### src/hw/rtl/gpio_fscp_pkg.sv
// ----------------------------------------------------------------------------
// gpio_fscp_pkg
// Register map, pull codes and bus access types of the GPIO controller.
// ----------------------------------------------------------------------------
`default_nettype none

package gpio_fscp_pkg;

	// Register map (word addresses)
	localparam int unsigned FSEL_REGS = 6;
	localparam int unsigned FSEL_BITS = 30;
	localparam int unsigned PINS_PER_FSEL = 10;
	localparam int unsigned PIN_VEC_W = 64;

	localparam logic [5:0] ADDR_FSEL_LAST = 6'd5;
	localparam logic [5:0] ADDR_SET0      = 6'd7;
	localparam logic [5:0] ADDR_SET1      = 6'd8;
	localparam logic [5:0] ADDR_CLR0      = 6'd10;
	localparam logic [5:0] ADDR_CLR1      = 6'd11;
	localparam logic [5:0] ADDR_PUD       = 6'd37;
	localparam logic [5:0] ADDR_PUDCLK0   = 6'd38;
	localparam logic [5:0] ADDR_PUDCLK1   = 6'd39;

	localparam logic REQ_READ  = 1'b0;
	localparam logic REQ_WRITE = 1'b1;

	typedef enum logic [1:0] {
		PULL_OFF  = 2'd0,
		PULL_DOWN = 2'd1,
		PULL_UP   = 2'd2,
		PULL_RSVD = 2'd3
	} pull_code_t;

	// One bus access
	typedef struct packed {
		logic        wr;
		logic [5:0]  addr;
		logic [31:0] data;
	} req_t;

	// Per-access response apart from the pin vectors
	typedef struct packed {
		logic [31:0] rdata;
		logic        unmapped;
	} rsp_t;

endpackage

`default_nettype wire

### src/hw/rtl/gpio_fscp_regs.sv
// ----------------------------------------------------------------------------
// gpio_fscp_regs
// Register state of the GPIO controller and the next-state logic of one access.
// ----------------------------------------------------------------------------
`default_nettype none

module gpio_fscp_regs #(
	parameter int unsigned NUM_PINS = 54
) (
	input  wire logic                  clk,
	input  wire logic                  arst_n,
	input  wire logic                  acc_en,
	input  wire gpio_fscp_pkg::req_t   req,
	output gpio_fscp_pkg::rsp_t        rsp,
	output logic [NUM_PINS-1:0]        drive_nxt,
	output logic [NUM_PINS-1:0]        up_nxt,
	output logic [NUM_PINS-1:0]        down_nxt
);
	import gpio_fscp_pkg::*;

	typedef logic [FSEL_REGS-1:0][FSEL_BITS-1:0] fsel_mask_t;

	// Bits of each function-select word that name existing pins
	function automatic fsel_mask_t build_masks();
		fsel_mask_t m;
		m = '0;
		for (int r = 0; r < FSEL_REGS; r++) begin
			for (int p = 0; p < PINS_PER_FSEL; p++) begin
				for (int k = 0; k < 3; k++) begin
					m[r][3*p+k] = ((r * PINS_PER_FSEL + p) < NUM_PINS);
				end
			end
		end
		return m;
	endfunction

	localparam fsel_mask_t FSEL_MASK = build_masks();

	logic [FSEL_REGS-1:0][FSEL_BITS-1:0] fsel_q;
	logic [NUM_PINS-1:0]                 drive_q;
	logic [NUM_PINS-1:0]                 up_q;
	logic [NUM_PINS-1:0]                 down_q;
	pull_code_t                          pcode_q;

	logic [FSEL_REGS-1:0][FSEL_BITS-1:0] fsel_nxt;
	pull_code_t                          pcode_nxt;
	logic [PIN_VEC_W-1:0]                wide;
	logic [NUM_PINS-1:0]                 pins;
	logic                                hi_half;
	logic [2:0]                          fidx;

	// Place the 32-bit word on the low or high pin bank
	assign hi_half = (req.addr == ADDR_SET1) || (req.addr == ADDR_CLR1)
		|| (req.addr == ADDR_PUDCLK1);
	assign wide = hi_half ? {req.data, 32'b0} : {32'b0, req.data};
	assign pins = wide[NUM_PINS-1:0];
	assign fidx = req.addr[2:0];

	// Decode and next state
	always_comb begin
		fsel_nxt     = fsel_q;
		drive_nxt    = drive_q;
		up_nxt       = up_q;
		down_nxt     = down_q;
		pcode_nxt    = pcode_q;
		rsp.rdata    = 32'b0;
		rsp.unmapped = 1'b0;
		priority if (req.addr <= ADDR_FSEL_LAST) begin
			if (req.wr == REQ_WRITE) begin
				fsel_nxt[fidx] = req.data[FSEL_BITS-1:0] & FSEL_MASK[fidx];
			end else begin
				rsp.rdata = {2'b0, fsel_q[fidx] & FSEL_MASK[fidx]};
			end
		end else if (req.addr == ADDR_SET0 || req.addr == ADDR_SET1) begin
			if (req.wr == REQ_WRITE) drive_nxt = drive_q | pins;
		end else if (req.addr == ADDR_CLR0 || req.addr == ADDR_CLR1) begin
			if (req.wr == REQ_WRITE) drive_nxt = drive_q & ~pins;
		end else if (req.addr == ADDR_PUD) begin
			if (req.wr == REQ_WRITE) begin
				pcode_nxt = pull_code_t'(req.data[1:0]);
			end else begin
				rsp.rdata = {30'b0, pcode_q};
			end
		end else if (req.addr == ADDR_PUDCLK0 || req.addr == ADDR_PUDCLK1) begin
			// reserved code leaves every pin as it is
			if (req.wr == REQ_WRITE && pcode_q != PULL_RSVD) begin
				for (int p = 0; p < NUM_PINS; p++) begin
					if (pins[p]) begin
						up_nxt[p]   = (pcode_q == PULL_UP);
						down_nxt[p] = (pcode_q == PULL_DOWN);
					end
				end
			end
		end else begin
			rsp.unmapped = 1'b1;
		end
	end

	// State registers
	always_ff @(posedge clk or negedge arst_n) begin
		if (!arst_n) begin
			fsel_q  <= '0;
			drive_q <= '0;
			up_q    <= '0;
			down_q  <= '0;
			pcode_q <= PULL_OFF;
		end else if (acc_en) begin
			fsel_q  <= fsel_nxt;
			drive_q <= drive_nxt;
			up_q    <= up_nxt;
			down_q  <= down_nxt;
			pcode_q <= pcode_nxt;
		end
	end

endmodule

`default_nettype wire

### src/hw/rtl/gpio_function_select_set_clear_pull.sv
// Usage
// Register block of a GPIO controller for NUM_PINS pins, driven by one bus
// access per input item: req_type (read or write), reg_address, write_data.
// Both channels use valid/stall; an item moves on an edge with valid high and
// stall low. Every access gives exactly one result item: read_data, the
// unmapped flag and the pin latch and pull state as they stand after it.
// Each access passes the input register, then the result register.
// Throughput: one access per cycle without result stall; the input register
// feeds the state update and result register, so that path sets the rate.
// A stalled result holds the result register, and the input register takes
// one more item behind it before in_stall rises.
// Reset (arst_n low) clears all function selects (every pin input), the
// output latch, the pull code and every pin pull, and empties both stages.
`default_nettype none

// ----------------------------------------------------------------------------
// gpio_function_select_set_clear_pull
// Top level: input register, access handshake and result register.
// ----------------------------------------------------------------------------
module gpio_function_select_set_clear_pull #(
	parameter int unsigned NUM_PINS = 54
) (
	input  wire logic                 clk,
	input  wire logic                 arst_n,
	input  wire logic                 in_valid,
	output logic                      in_stall,
	input  wire logic                 req_type,
	input  wire logic [5:0]           reg_address,
	input  wire logic [31:0]          write_data,
	output logic                      out_valid,
	input  wire logic                 out_stall,
	output logic [31:0]               read_data,
	output logic                      unmapped,
	output logic [NUM_PINS-1:0]       pin_drive,
	output logic [NUM_PINS-1:0]       pull_up_pins,
	output logic [NUM_PINS-1:0]       pull_down_pins
);
	import gpio_fscp_pkg::*;

	logic                s1_valid_q;
	req_t                req_s1;
	logic                out_valid_q;
	rsp_t                rsp_s2;
	logic [NUM_PINS-1:0] drive_s2;
	logic [NUM_PINS-1:0] up_s2;
	logic [NUM_PINS-1:0] down_s2;

	logic                adv;
	logic                acc_en;
	rsp_t                rsp;
	logic [NUM_PINS-1:0] drive_nxt;
	logic [NUM_PINS-1:0] up_nxt;
	logic [NUM_PINS-1:0] down_nxt;

	// Flow control: result register frees when empty or taken
	assign adv      = !out_valid_q || !out_stall;
	assign acc_en   = s1_valid_q && adv;
	assign in_stall = s1_valid_q && !adv;

	// Input register
	always_ff @(posedge clk or negedge arst_n) begin
		if (!arst_n) begin
			s1_valid_q <= 1'b0;
		end else if (!in_stall) begin
			s1_valid_q <= in_valid;
		end
	end

	always_ff @(posedge clk) begin
		if (in_valid && !in_stall) begin
			req_s1.wr   <= req_type;
			req_s1.addr <= reg_address;
			req_s1.data <= write_data;
		end
	end

	gpio_fscp_regs #(
		.NUM_PINS (NUM_PINS)
	) u_regs (
		.clk       (clk),
		.arst_n    (arst_n),
		.acc_en    (acc_en),
		.req       (req_s1),
		.rsp       (rsp),
		.drive_nxt (drive_nxt),
		.up_nxt    (up_nxt),
		.down_nxt  (down_nxt)
	);

	// Result register
	always_ff @(posedge clk or negedge arst_n) begin
		if (!arst_n) begin
			out_valid_q <= 1'b0;
		end else if (adv) begin
			out_valid_q <= s1_valid_q;
		end
	end

	always_ff @(posedge clk) begin
		if (acc_en) begin
			rsp_s2   <= rsp;
			drive_s2 <= drive_nxt;
			up_s2    <= up_nxt;
			down_s2  <= down_nxt;
		end
	end

	assign out_valid      = out_valid_q;
	assign read_data      = rsp_s2.rdata;
	assign unmapped       = rsp_s2.unmapped;
	assign pin_drive      = drive_s2;
	assign pull_up_pins   = up_s2;
	assign pull_down_pins = down_s2;

endmodule

`default_nettype wire

### config.mk
export PLATFORM = sky130hd
export DESIGN_NAME = gpio_function_select_set_clear_pull
export DESIGN_NICKNAME = d
export VERILOG_FILES = /design/src/hw/rtl/gpio_fscp_pkg.sv /design/src/hw/rtl/gpio_fscp_regs.sv /design/src/hw/rtl/gpio_function_select_set_clear_pull.sv
export SDC_FILE = /design/constraint.sdc
export NUM_CORES = 1
export LEC_CHECK = 0
export BUFFER_PORTS_ARGS = -buffer_cell sky130_fd_sc_hd__buf_2
export CAP_MARGIN = 5
export CELL_PAD_IN_SITES_DETAIL_PLACEMENT = 2
export CELL_PAD_IN_SITES_GLOBAL_PLACEMENT = 2
export CORE_UTILIZATION = 37
export DETAILED_ROUTE_END_ITERATION = 12
export PLACE_DENSITY_LB_ADDON = 0.12
export REMOVE_ABC_BUFFERS = 1
export SYNTH_ARGS = -nofsm -noshare
export SYNTH_HDL_FRONTEND = slang
export SYNTH_SLANG_ARGS = --single-unit
### constraint.sdc
create_clock -name clk -period 4.26 [get_ports clk]
set_clock_uncertainty 0.1 [all_clocks]
set_input_delay 0.213 -clock clk [delete_from_list [all_inputs] [get_ports clk]]
set_output_delay 0.213 -clock clk [all_outputs]
set_load 0.05 [all_outputs]
======== After elaboration in Yosys (flattened, before gate mapping) ========
Memory sizes are Yosys's and may differ from the RTL's. A register that Yosys moved wholly into a read port is not among the register bits.
Cells that the tools add are included.
operators by class
  order comparisons ....................... 3
  eq/ne operators ......................... 10
  mux-type cells .......................... 141
  bitwise logic cells ..................... 8
  reduce and logical (&&, ||, !) cells .... 18
operators by type and width
  operator                                                           count
  two-way mux 54 bit                                                 18
  bitwise mux 180 bit                                                1
  two-way mux 30 bit                                                 4
  two-way mux 1 bit                                                  110
  binary-select mux 30 bit (select 3 bit)                            1
  demux 30 bit (select 3 bit)                                        1
  two-way mux 33 bit                                                 2
  AND 30 bit                                                         2
  AND 54 bit                                                         1
  NOT 54 bit                                                         1
  OR 54 bit                                                          1
  two-way mux 32 bit                                                 1
  equality test 6 x 4 -> 1 bit, second input constant                3
  equality test 6 bit, second input constant                         3
  equality test 6 x 3 -> 1 bit, second input constant                1
  <= comparator 6 x 3 -> 1 bit, second input constant                1
  logical OR 1 bit                                                   6
  AND reduction 6 bit                                                1
  logical AND 1 bit                                                  5
  zero test 1 bit                                                    4
  less-than comparator 3 x 4 -> 1 bit, second input constant         1
  two-way mux 2 bit                                                  2
  OR reduction 4 bit                                                 1
  greater-or-equal comparator 3 x 1 -> 1 bit, second input constant  1
  other kinds (6)                                                    8
word-level totals
  bits in registers ....................... 580
  bits in read-only memories .............. 240
  memories ................................ 1
memories
  name             depth  width  rd ports  clocked after Yosys merged registers in  wr ports  line                  RTL
  (no name shown)  8      30     1         1                                        0         gpio_fscp_regs.sv:70  fsel_nxt[fidx] = req.data[FSEL_BITS-1:0] & FSEL_MASK[fidx];

======== Longest topological paths before layout ========
Gate-level depths: netlist (run 1).
  word-level depth ........................ 11
  mapped depth ............................ 8
  depth with buffers taken out ............ 4

======== Cells and area by module ========
Synthesis (run 1) repeated with hierarchy kept, for this count alone.
unflattened totals
  cell total of the unflattened synthesis .. 1743
  area total of the unflattened synthesis .. 23725.3 um^2
modules (own cells, without submodules)
  module                               times used  cells each  area an instance (um^2)
  gpio_fscp_regs                       1           1501        16605.9
  gpio_function_select_set_clear_pull  1           242         7119.3

======== Worst setup path before layout (run 1) ========
No wires, ideal clock.
  path kind ............................... register to register
  start ................................... register out_valid_q, in the netlist out_valid
  end ..................................... register u_regs.drive_q[23]
  setup time .............................. 0.135 ns
  arrival ................................. 4.235 ns
  data required time ...................... 4.025 ns
  path slack .............................. -0.210 ns
  cell stages (with the launch flop) ...... 8
  cells stage by stage .................... dfrtp_1 -> a21boi_0 -> buf_2 -> buf_4 -> buf_2 -> nand2_1 -> o31ai_1 -> o21ai_0
on the way
  longest elaborated chain between the ends .. 3
ends and longest elaborated chain
  element                   line                                       RTL
  start: declaration        gpio_function_select_set_clear_pull.sv:42  logic out_valid_q;
  start signal: assignment  gpio_function_select_set_clear_pull.sv:95  out_valid_q <= s1_valid_q;
  zero test 1 bit           gpio_function_select_set_clear_pull.sv:56  assign adv = !out_valid_q || !out_stall;
  logical OR 1 bit          gpio_function_select_set_clear_pull.sv:56
  logical AND 1 bit         gpio_function_select_set_clear_pull.sv:57  assign acc_en = s1_valid_q && adv;
  via acc_en                gpio_function_select_set_clear_pull.sv:49  logic acc_en;
  end signal: assignment    gpio_fscp_regs.sv:109                      drive_q <= drive_nxt;
  end: declaration          gpio_fscp_regs.sv:40                       logic [NUM_PINS-1:0] drive_q;
The timed path passes the listed nets, and every way through them passes these cells.
A chain may end at the register's enable or synchronous reset.

======== Worst setup path after layout (run 1) ========
  start ................................... register req_s1[34] (netlist name)
  end ..................................... register down_s2[37], in the netlist pull_down_pins[37], data pin
on the way
  longest elaborated chain between the ends .. 11
  elaborated cells on any way between the ends .. 21
ends and longest elaborated chain
  element                                                 line                                                              RTL
  start: declaration                                      gpio_function_select_set_clear_pull.sv:41                         req_t req_s1;
  equality test 6 x 4 -> 1 bit, on equally long branches  gpio_fscp_regs.sv:53, gpio_fscp_regs.sv:74, gpio_fscp_regs.sv:76
  logical OR 1 bit                                        gpio_fscp_regs.sv:53                                              assign hi_half = (req.addr == ADDR_SET1) || (req.addr == ADDR_CLR1)
  logical OR 1 bit                                        gpio_fscp_regs.sv:54                                              || (req.addr == ADDR_PUDCLK1);
  two-way mux 54 bit                                      gpio_fscp_regs.sv:55                                              assign wide = hi_half ? {req.data, 32'b0} : {32'b0, req.data};
  two-way mux 1 bit                                       gpio_fscp_regs.sv:88                                              if (pins[p]) begin
  two-way mux 54 bit                                      gpio_fscp_regs.sv:86                                              if (req.wr == REQ_WRITE && pcode_q != PULL_RSVD) begin
  two-way mux 54 bit                                      gpio_fscp_regs.sv:84                                              end else if (req.addr == ADDR_PUDCLK0 || req.addr == ADDR_PUDCLK1) begin
  two-way mux 54 bit                                      gpio_fscp_regs.sv:78                                              end else if (req.addr == ADDR_PUD) begin
  two-way mux 54 bit                                      gpio_fscp_regs.sv:76                                              end else if (req.addr == ADDR_CLR0 || req.addr == ADDR_CLR1) begin
  two-way mux 54 bit                                      gpio_fscp_regs.sv:74                                              end else if (req.addr == ADDR_SET0 || req.addr == ADDR_SET1) begin
  two-way mux 54 bit (*)                                  gpio_fscp_regs.sv:68                                              priority if (req.addr <= ADDR_FSEL_LAST) begin
  via down_nxt[37]                                        gpio_function_select_set_clear_pull.sv:53                         logic [NUM_PINS-1:0] down_nxt;
  end signal: assignment                                  gpio_function_select_set_clear_pull.sv:104                        down_s2 <= down_nxt;
  end: declaration                                        gpio_function_select_set_clear_pull.sv:46                         logic [NUM_PINS-1:0] down_s2;
The timed path passes the listed nets; every way through them passes the cells marked *.

==> metrics.md, run 1 <==
| Metric | Value |
|---|---|
| Async set-reset flop share out of synthesis | 0.598 |
| Clock Tree Buf Depth | 3 |
| Row cnt | 94 |
| Detailed Place HPWL | between 40 and 50 mm |
| Worst skew pair latency | approximately 0.60 ns |
| Design area | between 0.02 and 0.03 mm^2 |
| Setup Total Neg Slack | 0 ns |
| Vias in the first global route | roughly 19000 |
| Final ANT Viol Nets | 0 |
| Fillers | around 6500 |
| Area leader, netlist | dfrtp_1 |
| Top cell type's share of synthesized area | 0.347 |
| Post-synth top cells | dfrtp_1, mux2_2, edfxtp_1 |
| WP data arrival | 3.54 ns |
| Crit. End Element | flop |
| Total gr overflow | 0 |
| Input/output buffers | roughly 240 |
| Final Cycle Share | 0.776 |
| Initial antenna violation count | 3 |
| Clock slew at reported path FFs | around 0.060 ns |
| Nets | around 2200 |
| Ys Warns | 0 |
| Synthesized instance count | around 1900 |
| TritonCTS buffer count | between 60 and 70 |
| DP Area | about 0.027 mm^2 |
| Util after Layout | 0.448 |
| R2R cell count | 5 |
| Global-route wire length before repair | 117 mm |
| Final setup viols | 0 |
| Power per cell area | 461 mW/mm^2 |
| Post-synth EDFFs | 232 |
| Clk root buf | clkbuf_16 |
| Iteration-0 DRC Markers | roughly 800 |
| Status | complete, no violations |
| Setup Crit Path Kind | flop to flop |
| WL final | roughly 77 mm |
| Starting Density | 0.376 |
| WP data required | between 4 and 5 ns |
| DRC Markers | 0 |
| Endpoints failing hold | 0 |
| Layout overhead on the synthesized area | 19.1% |
| Via count | about 17000 |
| Pleak | 12.9 nW |
| Unrepaired setup endpoints after global routing | no |
| CTS tree | yes |
| Crit Path Max Fanout | 26 |
| Die area | 0.0684 mm^2 |
| Num ports | 240 |
| MaxCap Viol Count | 0 |
| Share of cells above drive strength 1 | 0.334 |
| Post-synthesis sequential area ratio | 0.628 |
| Pre-antenna DRT Iters | 6 |
| CP Launch Type | flop |
| Achievable Freq | between 300 and 400 MHz |
| Largest net degree at the start of global routing | between 100 and 150 |
| GRT Total Usage | 0.226 |
| Slowest stage delay, CP | 0.80 ns |
| Antenna fix cells | 0 |
| Top area cells in the synthesized netlist | dfrtp_1, edfxtp_1, mux2_2, o21ai_0, a22o_1 |
| Die height | about 260 um |
| Synth Cell Area | approximately 0.025 mm^2 |
| Post-CTS resize count | 0 |
| Vias/cell | 5.53 |
| Relative slew slack | 0.245 |
| Slowest-stage cell, CP | nor4b_1 |
| VDD IR max | 0.000292 V |
| H-tree depth | 3 |
| Worst path cell trace | nor4b_1 > a32o_4 > buf_4 > and3_1 > mux2_2 |
| Count leader, synth | dfrtp_1 |
| #FFs+latches synth | a little under 600 |
| Fin. max-slew vios | 0 |
| Placer congestion estimate | roughly 0.77 |
| Post-synth cell types | 50 |
| Num Clock Sinks | between 500 and 600 |
| Drt wl/cell | roughly 25 um |
| Die span in x | between 200 and 300 um |
| Worst Tran Pin Value | roughly 1.1 ns |
| Core area | 0.0662 mm^2 |
| Mean Syn Cell Area | ~13 um^2 |
| Worst Hold Class | input pin to async pin |
| Top FF cell, synth | dfrtp_1 |
| Final min period | roughly 3.3 ns |
-- stage by stage --
stage | power, W | hold WS [ns] | setup slack [ns] | instances
6_report | 0.0137 | 0.108 | 0.955 | 3052
3_5_place_dp | 0.00789 | 0.0160 | 0.998 | 2884
4_1_cts | 0.0139 | 0.0950 | 0.983 | 3052
3_3_place_gp | 0.00784 | 0.0205 | 1.05 | 2884
5_1_grt | 0.0142 | 0.111 | 0.888 | 3052
2_1_floorplan | 0.00746 | -0.183 | -25.49 | 1731
-- cells in the final DEF (no fill, tap or decap), drive strengths merged, types with 55 or more instances in the layout --
master	n
a22o	87
and3	55
buf	290
clkbuf	110
dfrtp	346
edfxtp	232
mux2	295
nand2	192
nand3	55
nand4	61
o21ai	163
-- repair_timing --
item | 4_1_cts | 5_1_grt
setup endpoints to repair | 0 | 0
hold buffers | 44 | 0
setup buffers | 0 | 0
endpoints found under the hold margin | 323 | 0
-- worst paths after layout --
path / end / start / slack (ns)
min reg2reg: u_regs.fsel_q[17] / u_regs.fsel_q[17] / 0.38
min in group clk: req_s1[7] / write_data[7] / 0.23
min: u_regs.up_q[23] / arst_n / 0.11
max reg2reg: pull_down_pins[37] / req_s1[34] / 0.96
max in group asynchronous: u_regs.down_q[14] / arst_n / 3.14
max: pull_down_pins[37] / req_s1[34] / 0.96
-- power breakdown --
group / total [W] / switching, W / internal [W] / leakage (nW)
sequential: 0.00640 / 0.000229 / 0.00617 / 7.09
combinational: 0.00141 / 0.00106 / 0.000358 / 4.73
clock: 0.00587 / 0.00229 / 0.00357 / 1.11
-- kinds of logic after synthesis --
kind of cell | synth area share
AO/OA/AOI/OAI | 0.108
other | 0.000150
flip-flops | 0.628
multiplexers | 0.144
AND/OR/NAND/NOR | 0.0871
XOR/XNOR | 0.000351
buffers and inverters | 0.0332
-- per-layer routing --
| layer | up-vias | track usage | part of all wire |
|---|---|---|---|
| li1 | 7522 | - | - |
| met2 | 252 | 0.392 | 0.51 |
| met1 | 8974 | 0.290 | 0.44 |
| met4 | 0 | 0.0699 | 0.026 |
| met3 | 122 | 0.0345 | 0.028 |
| met5 | - | 0 | 0 |
-- critical path: cells and delay by family (launching register included) --
family | cells | cell delay [ns]
AND/OR/NAND/NOR | 2 | 1.06
AO/OA/AOI/OAI | 1 | 0.46
flip-flops | 1 | 0.68
buffers and inverters | 1 | 0.38
multiplexers | 1 | 0.34
-- final cells by class --
class                      instances  area [um^2]  area share
timing repair buffer             333         2140      0.0720
tap                              864         1080      0.0364
clock buffer                     110         2120      0.0713
clock inverter                    14          139     0.00468
sequential                       579        15600       0.527
inverter                           2         7.51    0.000253
multi-input combinational       1150         8560       0.288
-- registers in the layout, summed over array words and instances (netlist names), named ones only --
signal          cells
pin_drive          54
u_regs.up_q        54
pull_up_pins       54
s1_valid_q          1
unmapped            1
u_regs.pcode_q      2
out_valid           1
u_regs.drive_q     54
pull_down_pins     54
u_regs.down_q      54
u_regs.fsel_q     180
read_data          30
req_s1             39
Note: power is estimated with default switching activity, not from simulation.
==> run 2: changes to the inputs <==
==> constraint.sdc (replaced) <==
create_clock -name clk -period 2.8 [get_ports clk]
set_clock_uncertainty 0.1 [all_clocks]
set_input_delay 0.14 -clock clk [delete_from_list [all_inputs] [get_ports clk]]
set_output_delay 0.14 -clock clk [all_outputs]
set_load 0.05 [all_outputs]
==> run 2 against run 1 <==
  * Sequential power is 52% higher
  * Largest cell class unchanged
  * First-iteration DRC count is 9.0% higher
  * Setup slack lost 0.84 ns
  * Clock power is 48% higher
  * Total power is 51% higher
  * Die area unchanged
==> metrics.md, run 2 (synthesis results as in run 1) <==
| Metric | Value |
|---|---|
| Global-route wire length before repair | 118 mm (+0.69%) |
| CP Launch Type | flop |
| WL final | 76.9 mm (+0.39%) |
| Pleak | 13.1 nW (+1.4%) |
| GRT Total Usage | 0.228 (+0.00146) |
| Post-layout power | 0.0206 W (+51%) |
| WP data required | 3.05 ns (-1.45 ns) |
| Core area | 0.0662 mm^2 (unchanged) |
| Power per cell area | 688 mW/mm^2 (+49%) |
| Num Clock Sinks | 579 (unchanged) |
| Sw Ratio | 0.267 (+0.00538) |
| Initial antenna violation count | 0 (-3) |
| Status | complete, no violations |
| DRC Markers | 0 (unchanged) |
| Drt wl/cell | 24.9 um (-0.62%) |
| Crit Path Max Fanout | 23 (-12%) |
| Fin cells | 3083 (+1.0%) |
| Placer congestion estimate | 0.772 (+0.31%) |
| Die height | 262 um (unchanged) |
| Clock network power share | 0.422 (-0.007) |
| Die area | 0.0684 mm^2 (unchanged) |
| Share of cells above drive strength 1 | 0.345 (+0.0111) |
| Detailed Place HPWL | 47.8 mm (+2.4%) |
| Relative slew slack | 0.475 (+0.230) |
| Vias in the first global route | 18900 (-0.47%) |
| Max reg flops | 180 (unchanged) |
| MaxCap Viol Count | 0 (unchanged) |
| Clk root buf | clkbuf_16 |
| VDD IR max | 0.000451 V (+55%) |
| Achievable Freq | 372 MHz (+23%) |
| Nets | 2210 (+1.5%) |
| Clock Tree Buf Depth | 3 (unchanged) |
| Num ports | 240 (unchanged) |
| Worst Hold Class | input pin to flop |
| Endpoints failing hold | 0 (unchanged) |
| CTS tree | yes |
| Iteration-0 DRC Markers | 857 (+9.0%) |
| Layout overhead on the synthesized area | 20.4% |
| Psw | 0.00551 W (+54%) |
| Commonest non-fill, non-tap cell in the layout | dfrtp_1 |
| Final Cycle Share | 0.961 (+0.185) |
| Dpl cells | 2912 (+0.97%) |
| WP data arrival | 2.94 ns (-0.60 ns) |
| Final setup viols | 0 (unchanged) |
| Largest net degree at the start of global routing | 99 (-15%) |
| Fin. max-slew vios | 0 (unchanged) |
| Row cnt | 94 (unchanged) |
| Clock slew at reported path FFs | 0.06 ns (about the same) |
| WHS Path Cells | 2 |
| Unrepaired setup endpoints after global routing | no |
| Vias/cell | 5.48 (-0.88%) |
| Total gr overflow | 0 (unchanged) |
| Setup Crit Path Kind | flop to flop |
| Setup Total Neg Slack | 0 ns (unchanged) |
| R2R cell count | 5 (unchanged) |
| Commonest non-fill, non-tap cells in the layout | dfrtp_1, mux2_2, buf_2 |
| Post-CTS resize count | 0 (unchanged) |
| Logic pwr share | 0.108 (+0.005) |
| Register with the most flip-flops | u_regs.fsel_q |
| Starting Density | 0.376 (unchanged) |
| Via count | 16900 (+0.12%) |
| Final min period | 2.69 ns (-0.615 ns) |
| Power Internal | 0.0151 W (+50%) |
| Util after Layout | 0.453 (+0.00489) |
| Design area | 0.0300 mm^2 (+1.1%) |
| Pre-antenna DRT Iters | 5 (-1) |
| Worst skew pair latency | 0.60 ns (about the same) |
| TritonCTS buffer count | 68 (-1.4%) |
| Die span in x | 262 um (unchanged) |
| Antenna fix cells | 0 (unchanged) |
| DP Area | 0.0274 mm^2 (+1.4%) |
| Reg power frac | 0.470 (+0.002) |
| Crit. End Element | flop |
| H-tree depth | 3 (unchanged) |
| Worst Tran Pin Value | 0.785 ns (-0.347 ns) |
| Final ANT Viol Nets | 0 (unchanged) |
| Input/output buffers | 237 (unchanged) |
-- run 2: cell types whose count changed in the layout (fill, tap and decap cells not counted), sizes merged --
| cell | change |
|---|---|
| buf | +31 |
| bufinv | -1 |
| clkbuf | -11 |
| clkinv | +7 |
| clkinvlp | +2 |
| dlygate4sd3 | +2 |
| inv | +1 |
-- run 2: final cells by class --
type,count,area (um^2)
clock buffers,99,2010
clock inverters,23,165
fillers,6524,36200
inverters,2,7.51
multi-input cells,1150,8560
flip-flops and latches,579,15600
well taps,864,1080
repair buffers,366,2540
-- run 2: final timing paths --
| check | start | end | slack (ns) |
|---|---|---|---|
| max | req_s1[36] | pull_up_pins[26] | 0.11 |
| max in group asynchronous | arst_n | u_regs.fsel_q[149] | 0.60 |
| max reg2reg | req_s1[36] | pull_up_pins[26] | 0.11 |
| min reg2reg | u_regs.fsel_q[49] | u_regs.fsel_q[49] | 0.38 |
| min | write_data[2] | req_s1[2] | 0.15 |
| min in group asynchronous | arst_n | u_regs.down_q[29] | 0.51 |
-- run 2: power groups by stage --
stage | logic (W) | clock network [W] | registers, W
detailed placement | 0.00219 | 0 | 0.00987
floorplan | 0.000647 | 0 | 0.0107
finish | 0.00222 | 0.00871 | 0.00970
CTS | 0.00225 | 0.00894 | 0.00971
global placement | 0.00212 | 0 | 0.00984
global route | 0.00237 | 0.00925 | 0.00975
-- run 2: stage by stage --
step	setup WS, ns	hold WS [ns]
2_1_floorplan	-26.95	-0.256
3_3_place_gp	0.229	0.0278
3_5_place_dp	0.0475	0.0315
4_1_cts	0.0188	0.106
5_1_grt	0.0264	0.136
6_report	0.110	0.146
-- run 2: critical path, cell delays in order, from the launching register on --
cell and delay, ns:
edfxtp_1 0.52, and4bb_2 0.35, a32oi_4 0.43, buf_4 0.38, and3_1 0.27, mux2_2 0.35
-- run 2: what timing repair did --
item	4_1_cts	5_1_grt
hold endpoints to repair	390	0
setup buffers	0	4
endpoints found under the setup margin	0	46
hold buffers	45	0
-- run 2: per-layer routing --
| layer | vias to the layer above | track usage | wire [um] |
|---|---|---|---|
| met4 | 0 | 0.0635 | 1420 |
| met5 | - | 0 | 0 |
| met1 | 8959 | 0.294 | 33400 |
| met2 | 259 | 0.397 | 39500 |
| met3 | 92 | 0.0329 | 2520 |
| li1 | 7581 | - | - |
==> run 3: changes to the inputs <==
--- a/config.mk
+++ b/config.mk
@@ -11,6 +11,7 @@
 export CELL_PAD_IN_SITES_GLOBAL_PLACEMENT = 2
 export CORE_UTILIZATION = 37
 export DETAILED_ROUTE_END_ITERATION = 12
+export HOLD_SLACK_MARGIN = 0.02
 export PLACE_DENSITY_LB_ADDON = 0.12
 export REMOVE_ABC_BUFFERS = 1
 export SYNTH_ARGS = -nofsm -noshare
==> constraint.sdc (replaced) <==
create_clock -name clk -period 2.8 [get_ports clk]
set_clock_uncertainty 0.1 [all_clocks]
set_input_delay 0.14 -clock clk [delete_from_list [all_inputs] [get_ports clk]]
set_output_delay 0.14 -clock clk [all_outputs]
set_load 0.1 [all_outputs]
==> run 3 against run 2 <==
  * Non-clock buffer count is 1 lower
  * Flip-flop and latch count stayed put
  * Wire length hardly changed
  * Hold slack hardly changed
  * Cell area hardly changed
  * First-iteration DRC count is 3.4% higher
  * Combinational power is 33% higher
  * Clock-buffer cell count stayed put
==> metrics.md, run 3 (synthesis results as in run 1) <==
| Metric | Value |
|---|---|
| Status | complete, no violations |
| Hold_ws | 0.146 ns (+0.000309 ns) |
| Reg power frac | 0.454 (-0.016) |
| DP Area | 0.0274 mm^2 (unchanged) |
| Setup Crit Path Kind | flop to flop |
| Die span in x | 262 um (unchanged) |
| Iteration-0 DRC Markers | 886 (+3.4%) |
| Worst skew pair latency | 0.60 ns (about the same) |
| Core area | 0.0662 mm^2 (unchanged) |
| Nets | 2209 (-0.045%) |
| Worst Tran Pin Value | 0.786 ns (+0.000434 ns) |
| Unrepaired setup endpoints after global routing | no |
| Total gr overflow | 0 (unchanged) |
| Buf+Inv Stages, Crit Path | 1 (unchanged) |
| Place WS | 0.0475 ns (unchanged) |
| WP data required | 3.05 ns (about the same) |
| Multi-input gate area | 0.00856 mm^2 (unchanged) |
| Fillers | 6523 (-0.015%) |
| Fin cells | 3082 (-0.032%) |
| MaxCap Viol Count | 0 (unchanged) |
| Initial antenna violation count | 0 (unchanged) |
| Starting Density | 0.376 (unchanged) |
| Slowest-stage cell, CP | edfxtp_1 |
| Crit Path Max Fanout | 23 (unchanged) |
| Slowest stage delay, CP | 0.53 ns (about the same) |
| CTS tree | yes |
| Setup Total Neg Slack | 0 ns (unchanged) |
| Clock Tree Buf Depth | 3 (unchanged) |
| Commonest non-fill, non-tap cell in the layout | dfrtp_1 |
| Fin. max-slew vios | 0 (unchanged) |
| Worst path cell trace | and4bb_2 > a32oi_4 > buf_4 > and3_1 > mux2_2 |
| Via count | 16900 (-0.15%) |
| Drt wl/cell | 25.0 um (+0.11%) |
| Relative slew slack | 0.475 (about the same) |
| WP data arrival | 2.93 ns (about the same) |
| Clock network power share | 0.407 (-0.015) |
| CP Launch Type | flop |
| Final Cycle Share | 0.960 (about the same) |
| Num Clock Sinks | 579 (unchanged) |
| Dpl cells | 2912 (unchanged) |
| DRC Markers | 0 (unchanged) |
| GRT Total Usage | 0.228 (about the same) |
| Crit. End Element | flop |
| Pre-antenna DRT Iters | 5 (unchanged) |
| Achievable Freq | 372 MHz (about the same) |
| Final ANT Viol Nets | 0 (unchanged) |
| Largest net degree at the start of global routing | 99 (unchanged) |
| Power Internal | 0.0151 W (about the same) |
| CP delay by family, top | simple AND/OR/NAND/NOR gates |
| Worst Hold Class | input pin to async pin |
| Pleak | 13.1 nW (about the same) |
| VDD IR max | 0.000465 V (+3.2%) |
| Die height | 262 um (unchanged) |
| TritonCTS buffer count | 68 (unchanged) |
| Logic pwr share | 0.139 (+0.031) |
| Global-route wire length before repair | 118 mm (+0.12%) |
| Sw Ratio | 0.292 (+0.0249) |
| Final setup viols | 0 (unchanged) |
| Num ports | 240 (unchanged) |
| Psw | 0.00623 W (+13%) |
| Placer congestion estimate | 0.772 (unchanged) |
| Sequential cell area | 0.0156 mm^2 (unchanged) |
| Layout overhead on the synthesized area | 20.4% (about the same) |
| Die area | 0.0684 mm^2 (unchanged) |
| Final min period | 2.69 ns (-0.00162 ns) |
| Detailed Place HPWL | 47.8 mm (unchanged) |
| Final WS setup | 0.112 ns (+0.00162 ns) |
| Antenna fix cells | 0 (unchanged) |
| Power per cell area | 712 mW/mm^2 (+3.5%) |
| Register with the most flip-flops | u_regs.fsel_q |
| Endpoints failing hold | 0 (unchanged) |
| Share of cells above drive strength 1 | 0.346 (+0.000606) |
| Row cnt | 94 (unchanged) |
| WL final | 76.9 mm (about the same) |
| Input/output buffers | 237 (unchanged) |
| H-tree depth | 3 (unchanged) |
| Design area | 0.0300 mm^2 (about the same) |
| Clock slew at reported path FFs | 0.06 ns (about the same) |
| Vias/cell | 5.47 (-0.12%) |
| Post-CTS resize count | 0 (unchanged) |
| Vias in the first global route | 18900 (-0.016%) |
| Clk root buf | clkbuf_16 |
| Commonest non-fill, non-tap cells in the layout | dfrtp_1, mux2_2, buf_2 |
| Max reg flops | 180 (unchanged) |
## run 3: metrics by stage
stage	util	total power (W)
after floorplan	-	0.0121
after global placement	0.413	0.0127
after detailed placement	0.413	0.0128
after CTS	0.453	0.0216
after global routing	0.453	0.0221
final	0.453	0.0214
## run 3: worst register-to-register path, delay by kind of cell, from the launching register on
family / cells / cell delay, ns
AOI/OAI and AO/OA: 1 / 0.43
buffers and inverters: 1 / 0.38
DFF: 1 / 0.53
muxes: 1 / 0.35
and+or+nand+nor: 2 / 0.64
## run 3: final timing paths
check | start | endpoint | slack (ns) | cells after the start
max reg2reg | req_s1[36] | pull_up_pins[26] | 0.11 | 5
min | arst_n | u_regs.fsel_q[33] | 0.15 | 3
max in group asynchronous | arst_n | u_regs.up_q[31] | 2.04 | 3
max | req_s1[36] | pull_up_pins[26] | 0.11 | 5
min in group clk | write_data[2] | req_s1[2] | 0.15 | 2
min reg2reg | u_regs.fsel_q[49] | u_regs.fsel_q[49] | 0.38 | 2
## run 3: what timing repair did
action | CTS | global route
hold buffers | 44 | 0
endpoints found under the hold margin | 390 | 0
endpoints found under the setup margin | 0 | 46
setup buffers | 0 | 4
## run 3: final cells by class
cell class,instances,area share
Multi-Input combinational cell,1150,0.285
Clock inverter,23,0.00550
Sequential cell,579,0.521
Inverter,2,0.000250
Timing Repair Buffer,365,0.0849
Tap cell,864,0.0360
Clock buffer,99,0.0670
## run 3: routing by layer
layer / track usage / wire, um / vias up
li1: - / - / 7573
met1: 0.295 / 33600 / 8953
met2: 0.396 / 39300 / 242
met3: 0.0332 / 2460 / 97
met4: 0.0652 / 1560 / 0
met5: 0 / 0 / -
## run 3: power groups by stage
| stage | Combinational [W] | Clock, W | Sequential (W) |
|---|---|---|---|
| after detailed placement | 0.00292 | 0 | 0.00987 |
| after global placement | 0.00286 | 0 | 0.00984 |
| after global routing | 0.00311 | 0.00925 | 0.00975 |
| after CTS | 0.00299 | 0.00894 | 0.00971 |
| final | 0.00296 | 0.00870 | 0.00970 |
| after floorplan | 0.000657 | 0 | 0.0114 |
